[src/rtl/core/sos_pkg.sv]
// Shared widths and defaults for the sorted order statistics core.
// No dependencies; imported by sos_div, the core and the testbench.
`default_nettype none
package sos_pkg;

  localparam int SAMPLE_W  = 24;  // sample and most result fields
  localparam int CHANGE_W  = 25;  // signed difference of two samples
  localparam int SUM_W     = 31;  // running sum of one set
  localparam int COUNT_DEF = 16;  // samples per set

endpackage
`default_nettype wire

[src/rtl/core/sos_ram.sv]
// Generic simple dual-port RAM: one write port, one registered read port.
// No dependencies.
`default_nettype none
module sos_ram #(
  parameter int WIDTH = 8,
  parameter int DEPTH = 16
) (
  input  wire logic                     clk,
  input  wire logic                     we,
  input  wire logic [$clog2(DEPTH)-1:0] waddr,
  input  wire logic [WIDTH-1:0]         wdata,
  input  wire logic [$clog2(DEPTH)-1:0] raddr,
  output logic      [WIDTH-1:0]         rdata
);

  logic [WIDTH-1:0] mem [DEPTH];

  always_ff @(posedge clk) begin
    if (we) begin
      mem[waddr] <= wdata;
    end
    rdata <= mem[raddr];
  end

endmodule
`default_nettype wire

[src/rtl/core/sos_div.sv]
// Division of a set sum by the constant set size: a reciprocal multiply, then a scale.
// Depends on sos_pkg for the sample and sum widths.
`default_nettype none
module sos_div #(
  parameter int COUNT = sos_pkg::COUNT_DEF
) (
  input  wire logic                      clk,
  input  wire logic                      rst,
  input  wire logic                      start,
  input  wire logic [sos_pkg::SUM_W-1:0] dividend,
  output logic                           busy,
  output logic      [sos_pkg::SUM_W-1:0] quotient
);
  import sos_pkg::*;

  localparam int AW = $clog2(COUNT);
  // a sum of COUNT samples stays below 2^NW
  localparam int NW = SAMPLE_W + AW;
  localparam int SH = NW + AW;
  localparam int MW = NW + 1;
  localparam int PW = NW + MW;
  // ceil(2^SH / COUNT) is exact for every dividend below 2^NW
  localparam logic [MW-1:0] RECIP = MW'(((64'd1 << SH) + 64'(COUNT) - 64'd1) / 64'(COUNT));

  logic [PW-1:0] product;

  // multiply on start, scale into the quotient on the following cycle
  always_ff @(posedge clk) begin
    if (rst) begin
      busy <= 1'b0;
    end else begin
      busy <= start;
    end
    if (start) begin
      product <= PW'(dividend[NW-1:0]) * PW'(RECIP);
    end
    if (busy) begin
      quotient <= SUM_W'(product[PW-1:SH]);
    end
  end

endmodule
`default_nettype wire

[src/rtl/core/sorted_order_statistics_core.sv]
// Order statistics (highest, lowest, mean, median, change) of a set of samples.
// Depends on sos_pkg, sos_ram and sos_div.
//
// Usage:
//   Samples enter on sample/in_valid/in_ready, COUNT of them to a set. Each is
//   insertion-sorted into a RAM: the sequencer reads one stored entry a cycle
//   and moves it up one place while it is larger than the new sample; in_ready
//   is low while a sample is being inserted.
//   After the COUNT-th sample one result appears on out_valid/out_ready with
//   highest, lowest, mean, middle and change. The mean comes from a registered
//   reciprocal multiply by 1/COUNT; after the last insertion four RAM reads, the
//   median and the mean are done before out_valid rises.
//   While the result waits for out_ready no new sample is taken; once it is
//   taken the set counters are already clear and the next set starts.
//   Reset (rst, synchronous) empties the set and drops any pending result.
//   The RAM contents are not cleared; entries are only read after a write.
`default_nettype none
module sorted_order_statistics_core #(
  parameter int COUNT = sos_pkg::COUNT_DEF
) (
  input  wire logic                               clk,
  input  wire logic                               rst,
  input  wire logic                               in_valid,
  output logic                                    in_ready,
  input  wire logic        [sos_pkg::SAMPLE_W-1:0] sample,
  output logic                                    out_valid,
  input  wire logic                               out_ready,
  output logic             [sos_pkg::SAMPLE_W-1:0] highest,
  output logic             [sos_pkg::SAMPLE_W-1:0] lowest,
  output logic             [sos_pkg::SAMPLE_W-1:0] mean,
  output logic             [sos_pkg::SAMPLE_W-1:0] middle,
  output logic signed      [sos_pkg::CHANGE_W-1:0] change
);
  import sos_pkg::*;

  localparam int  AW   = $clog2(COUNT);
  localparam int  HALF = COUNT / 2;
  localparam bit  EVEN = (COUNT % 2) == 0;

  typedef enum logic [3:0] {
    S_IDLE, S_INS, S_CMP, S_RD_HI, S_RD_LO, S_RD_M0, S_RD_M1, S_MED, S_DIV, S_OUT
  } state_t;

  state_t              state;
  logic [AW-1:0]       filled;
  logic [AW-1:0]       pos;
  logic                last;
  logic [SAMPLE_W-1:0] v;
  logic [SAMPLE_W-1:0] first;
  logic [SUM_W-1:0]    sum;
  logic [SAMPLE_W-1:0] m0;
  logic [SAMPLE_W:0]   m_sum;

  logic                ram_we;
  logic [AW-1:0]       ram_waddr;
  logic [SAMPLE_W-1:0] ram_wdata;
  logic [AW-1:0]       ram_raddr;
  logic [SAMPLE_W-1:0] ram_rdata;

  logic                ins_end;
  logic                shift;
  logic                div_start;
  logic                div_busy;
  logic [SUM_W-1:0]    div_q;
  logic                in_acc;

  assign in_ready  = (state == S_IDLE);
  assign in_acc    = in_valid && in_ready;
  assign div_start = ins_end && last;
  assign m_sum     = {1'b0, m0} + {1'b0, ram_rdata};

  sos_ram #(
    .WIDTH(SAMPLE_W),
    .DEPTH(COUNT)
  ) u_ram (
    .clk  (clk),
    .we   (ram_we),
    .waddr(ram_waddr),
    .wdata(ram_wdata),
    .raddr(ram_raddr),
    .rdata(ram_rdata)
  );

  sos_div #(
    .COUNT(COUNT)
  ) u_div (
    .clk     (clk),
    .rst     (rst),
    .start   (div_start),
    .dividend(sum),
    .busy    (div_busy),
    .quotient(div_q)
  );

  // RAM port steering for the insertion and the final reads
  always_comb begin
    ram_we    = 1'b0;
    ram_waddr = pos;
    ram_wdata = v;
    ram_raddr = pos - 1'b1;
    ins_end   = 1'b0;
    shift     = 1'b0;
    unique case (state)
      S_INS: begin
        if (pos == '0) begin
          ram_we  = 1'b1;
          ins_end = 1'b1;
        end
      end
      S_CMP: begin
        ram_we = 1'b1;
        if (ram_rdata > v) begin
          // move the larger entry up and fetch the next one down
          ram_wdata = ram_rdata;
          ram_raddr = pos - AW'(2);
          shift     = 1'b1;
        end else begin
          ins_end = 1'b1;
        end
      end
      S_RD_HI: ram_raddr = AW'(COUNT - 1);
      S_RD_LO: ram_raddr = '0;
      S_RD_M0: ram_raddr = AW'(HALF - 1);
      S_RD_M1: ram_raddr = AW'(HALF);
      default: ;
    endcase
  end

  always_ff @(posedge clk) begin
    if (rst) begin
      state     <= S_IDLE;
      filled    <= '0;
      sum       <= '0;
      first     <= '0;
      last      <= 1'b0;
      out_valid <= 1'b0;
    end else begin
      unique case (state)
        S_IDLE: begin
          if (in_acc) begin
            v     <= sample;
            pos   <= filled;
            sum   <= sum + SUM_W'(sample);
            state <= S_INS;
            if (filled == '0) begin
              first <= sample;
            end
            if (filled == AW'(COUNT - 1)) begin
              last   <= 1'b1;
              filled <= '0;
              change <= signed'({1'b0, sample} - {1'b0, first});
              first  <= '0;
            end else begin
              last   <= 1'b0;
              filled <= filled + 1'b1;
            end
          end
        end
        S_INS, S_CMP: begin
          if (shift) begin
            pos <= pos - 1'b1;
            if (pos == AW'(1)) begin
              state <= S_INS;
            end else begin
              state <= S_CMP;
            end
          end else if (ins_end) begin
            if (last) begin
              sum   <= '0;
              state <= S_RD_HI;
            end else begin
              state <= S_IDLE;
            end
          end else begin
            state <= S_CMP;
          end
        end
        S_RD_HI: state <= S_RD_LO;
        S_RD_LO: begin
          highest <= ram_rdata;
          state   <= S_RD_M0;
        end
        S_RD_M0: begin
          lowest <= ram_rdata;
          state  <= S_RD_M1;
        end
        S_RD_M1: begin
          m0    <= ram_rdata;
          state <= S_MED;
        end
        S_MED: begin
          middle <= EVEN ? m_sum[SAMPLE_W:1] : ram_rdata;
          state  <= S_DIV;
        end
        S_DIV: begin
          if (!div_busy) begin
            mean      <= div_q[SAMPLE_W-1:0];
            out_valid <= 1'b1;
            state     <= S_OUT;
          end
        end
        S_OUT: begin
          if (out_ready) begin
            out_valid <= 1'b0;
            state     <= S_IDLE;
          end
        end
        default: state <= S_IDLE;
      endcase
    end
  end

  a_no_overlap: assert property (@(posedge clk) disable iff (rst)
    !(in_ready && out_valid))
    else $error("input taken while a result is pending");

  a_set_cleared: assert property (@(posedge clk) disable iff (rst)
    (out_valid && out_ready) |=> (filled == '0 && sum == '0))
    else $error("set not cleared after result");

  a_div_done: assert property (@(posedge clk) disable iff (rst)
    $rose(out_valid) |-> !div_busy)
    else $error("result raised while divider busy");

  a_ram_idle_out: assert property (@(posedge clk) disable iff (rst)
    ram_we |-> (state == S_INS || state == S_CMP))
    else $error("sort RAM written outside insertion");

endmodule
`default_nettype wire

[config.mk]
export PLATFORM = sky130hd
export DESIGN_NAME = sorted_order_statistics_core
export DESIGN_NICKNAME = d
export VERILOG_FILES = /design/src/rtl/core/sos_pkg.sv /design/src/rtl/core/sos_ram.sv /design/src/rtl/core/sos_div.sv /design/src/rtl/core/sorted_order_statistics_core.sv
export SDC_FILE = /design/constraint.sdc
export NUM_CORES = 1
export LEC_CHECK = 0
export BUFFER_PORTS_ARGS = -buffer_cell sky130_fd_sc_hd__buf_2
export CORE_ASPECT_RATIO = 1.5
export CORE_MARGIN = 1.5
export CORE_UTILIZATION = 58
export DETAILED_ROUTE_END_ITERATION = 10
export PLACE_DENSITY = 0.76
export SLEW_MARGIN = 40
export SYNTH_ARGS = -nofsm -noshare
export SYNTH_HDL_FRONTEND = slang
export SYNTH_HIERARCHICAL = 1
export SYNTH_SLANG_ARGS = --single-unit
[constraint.sdc]
create_clock -name clk -period 4.9 [get_ports clk]
set_clock_uncertainty 0.05 [all_clocks]
set_input_delay 0.49 -clock clk [delete_from_list [all_inputs] [get_ports clk]]
set_output_delay 0.49 -clock clk [all_outputs]
set_load 0.02 [all_outputs]
==> run_results.csv <==
group,metric,value,unit
critical_path,cpPeakStageDelay,610,ps
clocking,htreeDepth,2,
critical_path,critPathCaptureType,"register",
critical_path,ff2ff_setup_slack,300,ps
pwr,powerDensity,588,nW/µm²
critical_path,worstPathCellList,"ha_1 -> nand4_1 -> nor3_1 -> a221oi_1 -> o211ai_1 -> o21ai_1 -> a31oi_1 -> a22o_1 -> a222oi_1 -> and2_2 -> buf_4 -> a22oi_1 -> nand2_1",
finish,final_util,67.8,%
outcome,violations,"design-rule violations",
clocking,clock_sinks,692,
pwr,finalPower,19.4,mW
min_path,min_path_type,"in -> reg",
flow_run,max-cap-violations,0,
timing,rsz0062_at_grt,"no",
finish,multi_input_area,8340,µm²
pwr,p_int,12.9,mW
critical_path,critical_path_class,"reg -> reg",
clocking,clk_path_buf_depth,3,
placed_design,place_hpwl,46100,µm
drt,viasPerCell,6.22,
clocking,holdBufCountCts,0,
floorplan,dieArea,50800,µm²
drt,drt_iter0_drc,1529,
global_routing,antenna_found_initial,1,
finish,final_cells,2717,
placed_design,dpl_cell_area,30900,µm²
logic_synthesis,synthesis.area,28700,µm²
finish,drive_above_1_share,23.8,%
timing,setup_viol,0,
critical_path,worstSetupStartpointType,"register",
pwr,power_switching_share,33.6,%
global_routing,grt_start_max_net_pins,56,
pwr,switchingPower,6.52,mW
placed_design,dp_cells,2603,
global_routing,grt_pass1_wl,104000,µm
logic_synthesis,ys_warn_count,6,
clocking,post_cts_buffers,0,
floorplan,rows,99,
floorplan,core,48700,µm²
pwr,pwr-share-comb,35.7,%
drt,wl_per_cell,25.6,µm
global_routing,overflow,0,
clocking,cts-resized-gates,0,
floorplan,initial_core_util,58.9,%
pwr,peakVddDrop,587,µV
drt,drc,1,
critical_path,critPathSlowestCell,"o21ai_1",
finish,ff_latch_area,19900,µm²
critical_path,critPathArrivalTime,5080,ps
finish,fillCellCount,3185,
clocking,path_clk_slew,70,ps
global_routing,grt_pass1_vias,17200,
logic_synthesis,syn_area_per_cell,16.0,µm²
pwr,clock_power_share,25.2,%
pwr,power_frac_seq,39.1,%
logic_synthesis,synth_nets,1920,
clocking,numCtsBuffers,59,
timing,post-route-period-util,93.9,%
finish,layout.nets,2143,
timing,max_freq,0.217,GHz
clocking,cts_tree,"done",
floorplan,die_x,185,µm
timing,timing.final.max_slew_violations,0,
clocking,root_buffer,"clkbuf_16",
finish,syn2layout_area_growth,15.2,%
outcome,status,"complete, but fails checks",
timing,tightest_slew,731,ps
timing,worst_slew_margin_rel,51.2,%
logic_synthesis,synthCells,1787,
floorplan,pin_count,151,
global_routing,grt_use_total,28.2,%
placed_design,port-buffer-count,150,
drt,drtPass1Iterations,9,
drt,wl,69500,µm
finish,post-route-cell-area,33000,µm²
timing,hold_viol,0,
critical_path,worstPathRequired,5390,ps
pwr,p_leak,11.6,nW
timing,period_needed,4600,ps
floorplan,die_y,275,µm
drt,ant_nets,0,
clocking,clock_latency,610,ps
drt,route.vias.total,16900,
placed_design,place.gp.congestion,0.890,
timing,fin_tns_setup,0,ps
critical_path,crit_fanout,10,
[layout by cell type, fill, tap and decap left out, types with 29 or more instances in the layout]
cell type	count
nand2_1	98
o21ai_0	29
buf_4	52
a21oi_1	102
dfxtp_1	86
nor2_1	76
inv_1	74
buf_2	150
edfxtp_1	605
mux4_2	96
clkbuf_16	59
a22oi_1	76
xnor2_1	41
ha_1	102
[routing by layer]
metal,share of wire (%),global-route usage [%]
met1,35,32.7
met5,0,0
met3,6.6,4.14
met4,6.1,15.8
met2,53,50.2
[critical path: cells and delay by family, from the launching register on]
| kind | cells | cell delay (ps) |
|---|---|---|
| buffers and inverters | 1 | 320 |
| flip-flops | 1 | 520 |
| adder cells (fa/ha/maj) | 1 | 310 |
| AND/OR/NAND/NOR | 4 | 940 |
| AO/OA/AOI/OAI | 7 | 2360 |
[final cells by class]
class | instances | area share [%]
Sequential cell | 692 | 60.3
Multi-Input combinational cell | 957 | 25.3
Timing Repair Buffer | 225 | 4.87
Clock buffer | 71 | 4.76
Tap cell | 656 | 2.49
Clock inverter | 40 | 1.44
Inverter | 75 | 0.853
Antenna cell | 1 | 0.00758
[power groups by stage]
| stage | Sequential, mW | Clock [mW] | Combinational, mW |
|---|---|---|---|
| 4_1_cts | 7.59 | 4.95 | 6.88 |
| 2_1_floorplan | 7.58 | 0 | 4.80 |
| 6_report | 7.59 | 4.89 | 6.93 |
| 3_3_place_gp | 7.69 | 0 | 6.60 |
| 5_1_grt | 7.62 | 5.16 | 7.44 |
| 3_5_place_dp | 7.70 | 0 | 6.79 |
[state kept, by name, indices dropped and copies added, names as in the netlist, 4 cells and up]
register / cells
filled: 4
state: 4
sum: 28
highest: 24
v: 24
middle: 24
mean: 24
u_div/quotient: 24
pos: 4
lowest: 24
change: 25
first: 24
u_ram/rdata: 24
m0: 24
u_div/product: 24
u_ram/mem: 384
[final timing paths]
kind / start / end / cells past startpoint
min: sample[0] / v[0]$_DFFE_PP_ / 1
max reg2reg: u_ram/rdata[20]$_DFF_P_ / u_ram/rdata[3]$_DFF_P_ / 13
min reg2reg: u_div/quotient[9]$_DFFE_PP_ / mean[9]$_DFFE_PP_ / 0
max: u_ram/rdata[20]$_DFF_P_ / u_ram/rdata[3]$_DFF_P_ / 13
[per-stage QoR]
step	hold WS [ps]	worst slack, ps
floorplan	350	1150
global placement	353	637
detailed placement	355	461
CTS	68.9	250
global route	76.8	101
finish	97.8	300
Power figures use the tool's default switching activity.
